--- src/rtl/core/utf8d_pkg.sv ---
// shared types and constants for the utf-8 stream decoder
`default_nettype none

package utf8d_pkg;

	localparam int CP_W = 21;

	typedef enum logic [1:0] {
		STATUS_OK      = 2'd0,
		STATUS_INVALID = 2'd1,
		STATUS_TRUNC   = 2'd2
	} status_t;

	// byte class boundaries
	localparam logic [7:0] ASCII_MAX = 8'h7F;
	localparam logic [7:0] CONT_MAX  = 8'hBF;
	localparam logic [7:0] LEAD2_MAX = 8'hDF;
	localparam logic [7:0] LEAD3_MAX = 8'hEF;
	localparam logic [7:0] LEAD4_MAX = 8'hF7;

	// payload masks
	localparam logic [7:0] LEAD2_MASK = 8'h1F;
	localparam logic [7:0] LEAD3_MASK = 8'h0F;
	localparam logic [7:0] LEAD4_MASK = 8'h07;
	localparam logic [7:0] CONT_MASK  = 8'h3F;

	// one decoded result from the decode stage
	typedef struct packed {
		logic               emit;
		logic [CP_W-1:0]    code_point;
		status_t            status;
		logic               end_of_string;
	} result_t;

endpackage

`default_nettype wire

--- src/rtl/core/utf8_stream_decoder_unit.sv ---
// top level of the utf-8 stream decoder: input register, decode, result register
//
//  channel | direction | handshake            | payload
//  --------+-----------+----------------------+------------------------------------
//  in      | sink      | in_valid / in_ready  | data_byte[7:0], string_end
//  out     | source    | out_valid / out_ready| code_point[20:0], status[1:0],
//          |           |                      | end_of_string
//
// one byte per cycle sustained while out_ready is high; an accepted byte is held in
// the input register, and its result then in the result register
// the decode between the two registers is a shift-or into a 21-bit accumulator
// reset clears the sequence state, the discard flag and both valid flags
// when out_ready is low the result register holds and the input register
// keeps one byte, so in_ready drops only when both are full
// bytes that yield no result (continuations, discarded bytes) still pass
// through the input register but never occupy the result register
`default_nettype none

module utf8_stream_decoder_unit
	import utf8d_pkg::*;
(
	input  wire logic            clk,
	input  wire logic            arst_n,
	input  wire logic            in_valid,
	output logic                 in_ready,
	input  wire logic [7:0]      data_byte,
	input  wire logic            string_end,
	output logic                 out_valid,
	input  wire logic            out_ready,
	output logic [CP_W-1:0]      code_point,
	output logic [1:0]           status,
	output logic                 end_of_string
);

	// input register
	logic       valid_s1;
	logic [7:0] byte_s1;
	logic       eos_s1;

	// result register
	logic            out_valid_q;
	logic [CP_W-1:0] code_point_q;
	status_t         status_q;
	logic            eos_q;

	logic    advance;
	result_t result;

	// the decode stage moves when the result register is free or being drained
	assign advance  = valid_s1 && (!out_valid_q || out_ready);
	assign in_ready = !valid_s1 || advance;

	always_ff @(posedge clk or negedge arst_n) begin
		if (!arst_n) begin
			valid_s1 <= 1'b0;
		end else if (in_ready) begin
			valid_s1 <= in_valid;
		end
	end

	// payload needs no reset
	always_ff @(posedge clk) begin
		if (in_ready && in_valid) begin
			byte_s1 <= data_byte;
			eos_s1  <= string_end;
		end
	end

	utf8d_decode u_decode (
		.clk        (clk),
		.arst_n     (arst_n),
		.step       (advance),
		.data_byte  (byte_s1),
		.string_end (eos_s1),
		.result     (result)
	);

	always_ff @(posedge clk or negedge arst_n) begin
		if (!arst_n) begin
			out_valid_q <= 1'b0;
		end else if (advance) begin
			out_valid_q <= result.emit;
		end else if (out_ready) begin
			out_valid_q <= 1'b0;
		end
	end

	always_ff @(posedge clk) begin
		if (advance && result.emit) begin
			code_point_q <= result.code_point;
			status_q     <= result.status;
			eos_q        <= result.end_of_string;
		end
	end

	assign out_valid     = out_valid_q;
	assign code_point    = code_point_q;
	assign status        = status_q;
	assign end_of_string = eos_q;

	// error results always carry a zero value
	a_err_zero: assert property (@(posedge clk) disable iff (!arst_n)
		out_valid && status != STATUS_OK |-> code_point == '0)
		else $error("error transaction with nonzero code point");

	// a truncation can only be reported at the end of a string
	a_trunc_eos: assert property (@(posedge clk) disable iff (!arst_n)
		out_valid && status == STATUS_TRUNC |-> end_of_string)
		else $error("truncation reported before end of string");

	// only defined status codes leave the block
	a_status_code: assert property (@(posedge clk) disable iff (!arst_n)
		out_valid |-> (status == STATUS_OK || status == STATUS_INVALID ||
			status == STATUS_TRUNC))
		else $error("undefined status code");

	// a stalled result register must hold its transaction
	a_hold: assert property (@(posedge clk) disable iff (!arst_n)
		out_valid && !out_ready |=> out_valid && $stable(code_point) && $stable(status))
		else $error("result changed while stalled");

endmodule

`default_nettype wire

--- src/rtl/core/utf8d_decode.sv ---
// sequence state and combinational decode of one registered byte
`default_nettype none

module utf8d_decode
	import utf8d_pkg::*;
(
	input  wire logic       clk,
	input  wire logic       arst_n,
	input  wire logic       step,
	input  wire logic [7:0] data_byte,
	input  wire logic       string_end,
	output result_t         result
);

	logic [1:0]      remaining_q;
	logic [CP_W-1:0] partial_q;
	logic            discarding_q;

	logic [1:0]      remaining_d;
	logic [CP_W-1:0] partial_d;
	logic            discarding_d;
	logic [CP_W-1:0] shifted;
	logic [1:0]      rem_dec;
	logic [7:0]      masked;

	always_comb begin
		shifted  = {partial_q[CP_W-7:0], data_byte[5:0] & CONT_MASK[5:0]};
		rem_dec  = 2'(remaining_q - 2'd1);
		masked   = 8'h00;

		remaining_d  = remaining_q;
		partial_d    = partial_q;
		discarding_d = discarding_q;

		result.emit          = 1'b0;
		result.code_point    = '0;
		result.status        = STATUS_OK;
		result.end_of_string = string_end;

		if (discarding_q) begin
			// drop bytes until the string closes
			if (string_end) begin
				remaining_d  = 2'd0;
				partial_d    = '0;
				discarding_d = 1'b0;
			end
		end else if (remaining_q != 2'd0) begin
			partial_d   = shifted;
			remaining_d = rem_dec;
			if (rem_dec == 2'd0) begin
				result.emit       = 1'b1;
				result.code_point = shifted;
				partial_d         = '0;
			end else if (string_end) begin
				result.emit   = 1'b1;
				result.status = STATUS_TRUNC;
				partial_d     = '0;
				remaining_d   = 2'd0;
			end
		end else if (data_byte <= ASCII_MAX) begin
			result.emit       = 1'b1;
			result.code_point = {{(CP_W-8){1'b0}}, data_byte};
		end else if (data_byte <= CONT_MAX || data_byte > LEAD4_MAX) begin
			// stray continuation or out-of-range lead
			result.emit   = 1'b1;
			result.status = STATUS_INVALID;
			partial_d     = '0;
			remaining_d   = 2'd0;
			discarding_d  = !string_end;
		end else begin
			if (data_byte <= LEAD2_MAX) begin
				masked      = data_byte & LEAD2_MASK;
				remaining_d = 2'd1;
			end else if (data_byte <= LEAD3_MAX) begin
				masked      = data_byte & LEAD3_MASK;
				remaining_d = 2'd2;
			end else begin
				masked      = data_byte & LEAD4_MASK;
				remaining_d = 2'd3;
			end
			partial_d = {{(CP_W-8){1'b0}}, masked};
			if (string_end) begin
				result.emit   = 1'b1;
				result.status = STATUS_TRUNC;
				partial_d     = '0;
				remaining_d   = 2'd0;
			end
		end
	end

	always_ff @(posedge clk or negedge arst_n) begin
		if (!arst_n) begin
			remaining_q  <= 2'd0;
			partial_q    <= '0;
			discarding_q <= 1'b0;
		end else if (step) begin
			remaining_q  <= remaining_d;
			partial_q    <= partial_d;
			discarding_q <= discarding_d;
		end
	end

endmodule

`default_nettype wire
--- config.mk ---
export PLATFORM = sky130hd
export DESIGN_NAME = utf8_stream_decoder_unit
export DESIGN_NICKNAME = d
export VERILOG_FILES = /design/src/rtl/core/utf8d_pkg.sv /design/src/rtl/core/utf8_stream_decoder_unit.sv /design/src/rtl/core/utf8d_decode.sv
export SDC_FILE = /design/constraint.sdc
export NUM_CORES = 1
export LEC_CHECK = 0
export ABC_AREA = 1
export BUFFER_PORTS_ARGS = -buffer_cell sky130_fd_sc_hd__buf_2
export CORE_UTILIZATION = 54
export DETAILED_ROUTE_END_ITERATION = 16
export PLACE_DENSITY = 0.85
export SLEW_MARGIN = 20
export SYNTH_ARGS = -nofsm -noshare
export SYNTH_HDL_FRONTEND = slang
export SYNTH_SLANG_ARGS = --single-unit
--- constraint.sdc ---
create_clock -name clk -period 3.25 [get_ports clk]
set_clock_uncertainty 0.2 [all_clocks]
set_input_delay 0.4875 -clock clk [delete_from_list [all_inputs] [get_ports clk]]
set_output_delay 0.4875 -clock clk [all_outputs]
set_load 0.01 [all_outputs]
# == Yosys cells after proc, flatten, opt, wreduce, memory -nomap -nowiden ==
# Cells that the tools add are included.
# totals
ff_bits,53
latch_bits,0
mem_bits_rw,0
mem_bits_ro,0
inputBits,13
elab_cells,70
n_memories,0
# op_classes
n_addsub,1
n_mul,0
n_div,0
n_lt_le_gt_ge,5
n_eq_ne,2
n_shift,0
mux,39
bitwise_logic,0
reduce_logical,13
# ops
cell,count
$mux 15,7
$mux 24,2
$mux 2,13
$le 8x8->1 const B,3
$mux 8,3
$mux 21,1
$mux 1,12
$gt 8x8->1 const B,1
$le 8x7->1 const B,1
$mux 4,1
$reduce_bool 2->1,2
$logic_and 1x1->1,3
$logic_not 1->1,3
$logic_or 1x1->1,3
$ne 3x1->1 const B,1
$reduce_and 3->1,1
$logic_not 2->1,1
$ne 2x2->1 const B,1
$sub 2x1->2 const B,1

# == Logic depth before layout (Yosys ltp) ==
# depth
word_depth,8
depth_mapped,10
ltp_nobuf,9

# == Modules after synthesis ==
# From an unflattened synthesis, not the netlist that was laid out.
# unflattened
cells_unflattened,220
hier_area_um2,2280.9
# by_module_without_submodules
module,instances,cells_per_inst,area_per_inst_um2
utf8d_decode,1,172,1183.6
utf8_stream_decoder_unit,1,48,1097.3

# == Worst setup path after synthesis ==
# No wires, ideal clock.
# synth_timing
path_kind,reg2reg
start,register u_decode.remaining_q[0]
end,"register code_point_q[0] (netlist: code_point[0]), enable pin"
setup_time_ps,379
arrival_time_ps,1725
path_slack_ps,946
path_stages_with_launch,11
n_path_buf,1
path_cell_list,dfrtp_1 -> inv_1 -> ha_1 -> buf_4 -> inv_1 -> nand2_2 -> inv_1 -> nor2_1 -> nand2_1 -> nand2_1 -> inv_1
# synth_between
elab_chain_cells,6
word_cells_on_any_way,7
cone_classes,add/sub: 1; mux: 3; reduce/logical: 3
# synth_rtl
element,line,source
"start, declared",utf8d_decode.sv:15,logic [1:0] remaining_q;
"start signal, assigned",utf8d_decode.sv:97,remaining_q <= remaining_d;
$sub 2x1->2,utf8d_decode.sv:28,rem_dec = 2'(remaining_q - 2'd1);
$logic_not 2->1,utf8d_decode.sv:50,if (rem_dec == 2'd0) begin
$mux 1,utf8d_decode.sv:50,
$mux 24 (*),utf8d_decode.sv:47,end else if (remaining_q != 2'd0) begin
$mux 24 (*),utf8d_decode.sv:40,if (discarding_q) begin
$logic_and 1x1->1 (*),utf8_stream_decoder_unit.sv:89,if (advance && result.emit) begin
"end signal, assigned",utf8_stream_decoder_unit.sv:90,code_point_q <= result.code_point;
"end, declared",utf8_stream_decoder_unit.sv:42,logic [CP_W-1:0] code_point_q;
# Mark *: on every way between the ends. The rest lies on a longest branch, timed or not.
# A chain may end at the register's enable or synchronous reset.

# == Final worst setup path ==
# layout_timing
start,register u_decode.remaining_q[0]
end,"register code_point_q[4] (netlist: code_point[4]), enable pin"
# Same word-level chain as after synthesis.

==> results.cfg <==
[run_status]
status = finished, final reports clean

[worst_setup_path]
startpoint = u_decode.remaining_q[0]
cp-start-kind = register
crit_path_max_fanout = 24
rrSetupSlack_ns = 0.96
critPathBufInv = 5
timing.critical_path.max_delay_family = buffers and inverters
cpPeakStageDelay_ns = 0.42
worstSetupEndpoint = code_point[4]
reg2regPathDepth = 10
cp.required_ns = 3.09
crit_chain = inv_1 -> ha_1 -> inv_1 -> nand2_2 -> inv_1 -> nor2_1 -> nand2_1 -> nand2_1 -> inv_1 -> buf_4
r2r-end = code_point[4]
crit_cells = 10
slowest_stage = dfrtp_1
crit_top_cell = inv_1
r2r_start = u_decode.remaining_q[0]
crit_type = reg2reg
arrival_ns = 2.13
end_kind = register

[global_routing]
grt_pass1_wl_mm = 6.13
grt_pass1_vias = 1447
grt.overflow.total = 0
grt_start_max_net_pins = 25
track_usage_pct = 19.6
antenna_found_initial = 0

[synth]
syn-cell-area_um2 = 2220
synth_cells = 215
synth_warnings = 0
synth_nets = 230
synth.distinct_cells = 21
seq_area_frac_synth_pct = 67.1
postSynthAreaPerCell_um2 = 10.3
ys_seq_elements = 53

[cells_and_area]
finalInstanceArea_um2 = 2540
multi_input_area_um2 = 557
drive_above_1_share_pct = 20.2
final_nets = 272
area_growth_pct = 14.4
final_cell_mix = nand2_1, buf_2, inv_1, nor2_1, edfxtp_1
final_common_cell = nand2_1
fillerInstances = 292
regArea_um2 = 1490
final_core_util_pct = 66.9
num_antenna_cells = 0

[timing]
max_slew_margin_pct = 69.1
period_share_pct = 70.5
max_slew.worst_pin.slew_ns = 0.462
tns_ns = 0
hold_ws_ns = 0.155
setup_viol_count_final = 0
hold_viol = 0
rsz0062_at_grt = false
drv_slew = 0
fmax_mhz = 436
period_needed_ns = 2.29

[drt]
drt_first_pass_iters = 4
vias = 1566
drt_iter0_markers = 146
drc = 0
vias_per_cell = 5.12
wl_per_cell_um = 12.5
ant_nets = 0
wl_mm = 3.82

[clocking]
clk_latency_ns = 0.30
clk_transition_reported_paths_ns = 0.09
cts_buffers = 5
cts_buffer_depth = 2
root_buffer = clkbuf_8
cts_setup_buffers = 0
cts_tree = done
htreeDepth = 2
numClockSinks = 53

[worst_hold_path]
hold_path.class = in2reg

[floorplan]
dieWidth_um = 66.2
start_util_pct = 58.5
die_height_um = 66.2
die-area_um2 = 4380
io_pins = 39
core_area_um2 = 3800
rows = 22

[pwr]
p_leak_nw = 1.12
vdd_drop_max_mv = 0.475
powerDensity_nw_per_um2 = 783

[placement]
routabilityCongestion = 0.926
dpl_cell_area_um2 = 2440
place_hpwl_mm = 2.60
io_buffers = 38

[run]
max_cap_violations = 0
==> metal layers <==
metal,wire [um],GRT usage (%),part of all wire (%),vias up
met5,0,0,0,-
met4,133,11.7,3.5,0
met3,255,5.34,6.7,15
met2,1820,32.4,48,72
met1,1620,22.5,42,708
li1,-,-,-,771
==> kinds of logic (layout without fill, tap and decap cells) <==
kind of cell | Yosys count | after routing | synth area share [%]
AOI/OAI and AO/OA | 22 | 22 | 5.01
adders and majority gates | 2 | 2 | 1.13
buffers and inverters | 41 | 84 | 7.83
DFF | 53 | 53 | 67.1
and+or+nand+nor | 97 | 97 | 18.9
==> area by class of cell <==
type	count	area share, %
inverters	36	5.32
flip-flops and latches	53	58.7
repair buffers	40	8.17
multi-input cells	121	21.9
clock buffers	8	3.55
well taps	48	2.36
==> where the power goes <==
part           switching [mW]  internal (mW)  total [mW]
registers              0.0734          0.904       0.977
logic                   0.450          0.192       0.642
clock network           0.198          0.174       0.372
total                   0.721           1.27        1.99
==> worst register-to-register path, cell delays in order, from the launching register on <==
cell	delay [ns]
dfrtp_1	0.42
inv_1	0.07
ha_1	0.37
inv_1	0.17
nand2_2	0.14
inv_1	0.07
nor2_1	0.12
nand2_1	0.11
nand2_1	0.10
inv_1	0.04
buf_4	0.22
==> sequential cells by signal, indices dropped and copies added, names as in the netlist, 2 cells and up <==
name	count
code_point	21
byte_s1	8
u_decode.partial_q	15
status	2
u_decode.remaining_q	2
==> how the worst min path moves through the flow <==
stage | cells after the start | from | end
6_report | 1 | data_byte[4] | byte_s1[4]
5_1_grt | 1 | data_byte[6] | byte_s1[6]
4_1_cts | 1 | data_byte[4] | byte_s1[4]
3_5_place_dp | 1 | arst_n | u_decode.partial_q[14]
3_3_place_gp | 1 | arst_n | u_decode.partial_q[13]
2_1_floorplan | 0 | arst_n | out_valid
==> Yosys cell counts <==
| cell type | instances | share of area (%) |
|---|---|---|
| buf_6 | 2 | 1.0 |
| dfrtp_1 | 20 | 23 |
| a21oi_1 | 5 | 1.1 |
| edfxtp_1 | 33 | 45 |
| nand2_2 | 3 | 0.84 |
| buf_4 | 1 | 0.34 |
| inv_1 | 34 | 5.7 |
| ha_1 | 2 | 1.1 |
| o21ai_1 | 2 | 0.45 |
| nand3_4 | 1 | 0.79 |
| inv_2 | 2 | 0.34 |
| nor2_4 | 1 | 0.51 |
| o22ai_1 | 1 | 0.28 |
| nor2_1 | 33 | 5.6 |
| nand2_1 | 40 | 6.8 |
| nand3_1 | 9 | 2.0 |
| nand4_1 | 3 | 0.84 |
| nor3_1 | 7 | 1.6 |
| clkbuf_1 | 1 | 0.17 |
| buf_2 | 1 | 0.23 |
| o21ai_0 | 14 | 3.2 |
==> metrics by stage <==
stage	instances	setup WS (ns)	power (mW)
global placement	297	1.08	1.60
finish	306	0.957	1.99
global route	306	0.844	2.11
detailed placement	297	0.992	1.62
floorplan	215	0.946	1.45
CTS	306	0.971	2.00
==> repair_timing <==
action	in CTS	in global routing
gates resized for setup	0	0
endpoints found under the hold margin	20	0
hold buffers	1	0
Note: power is estimated with default switching activity, not from simulation.
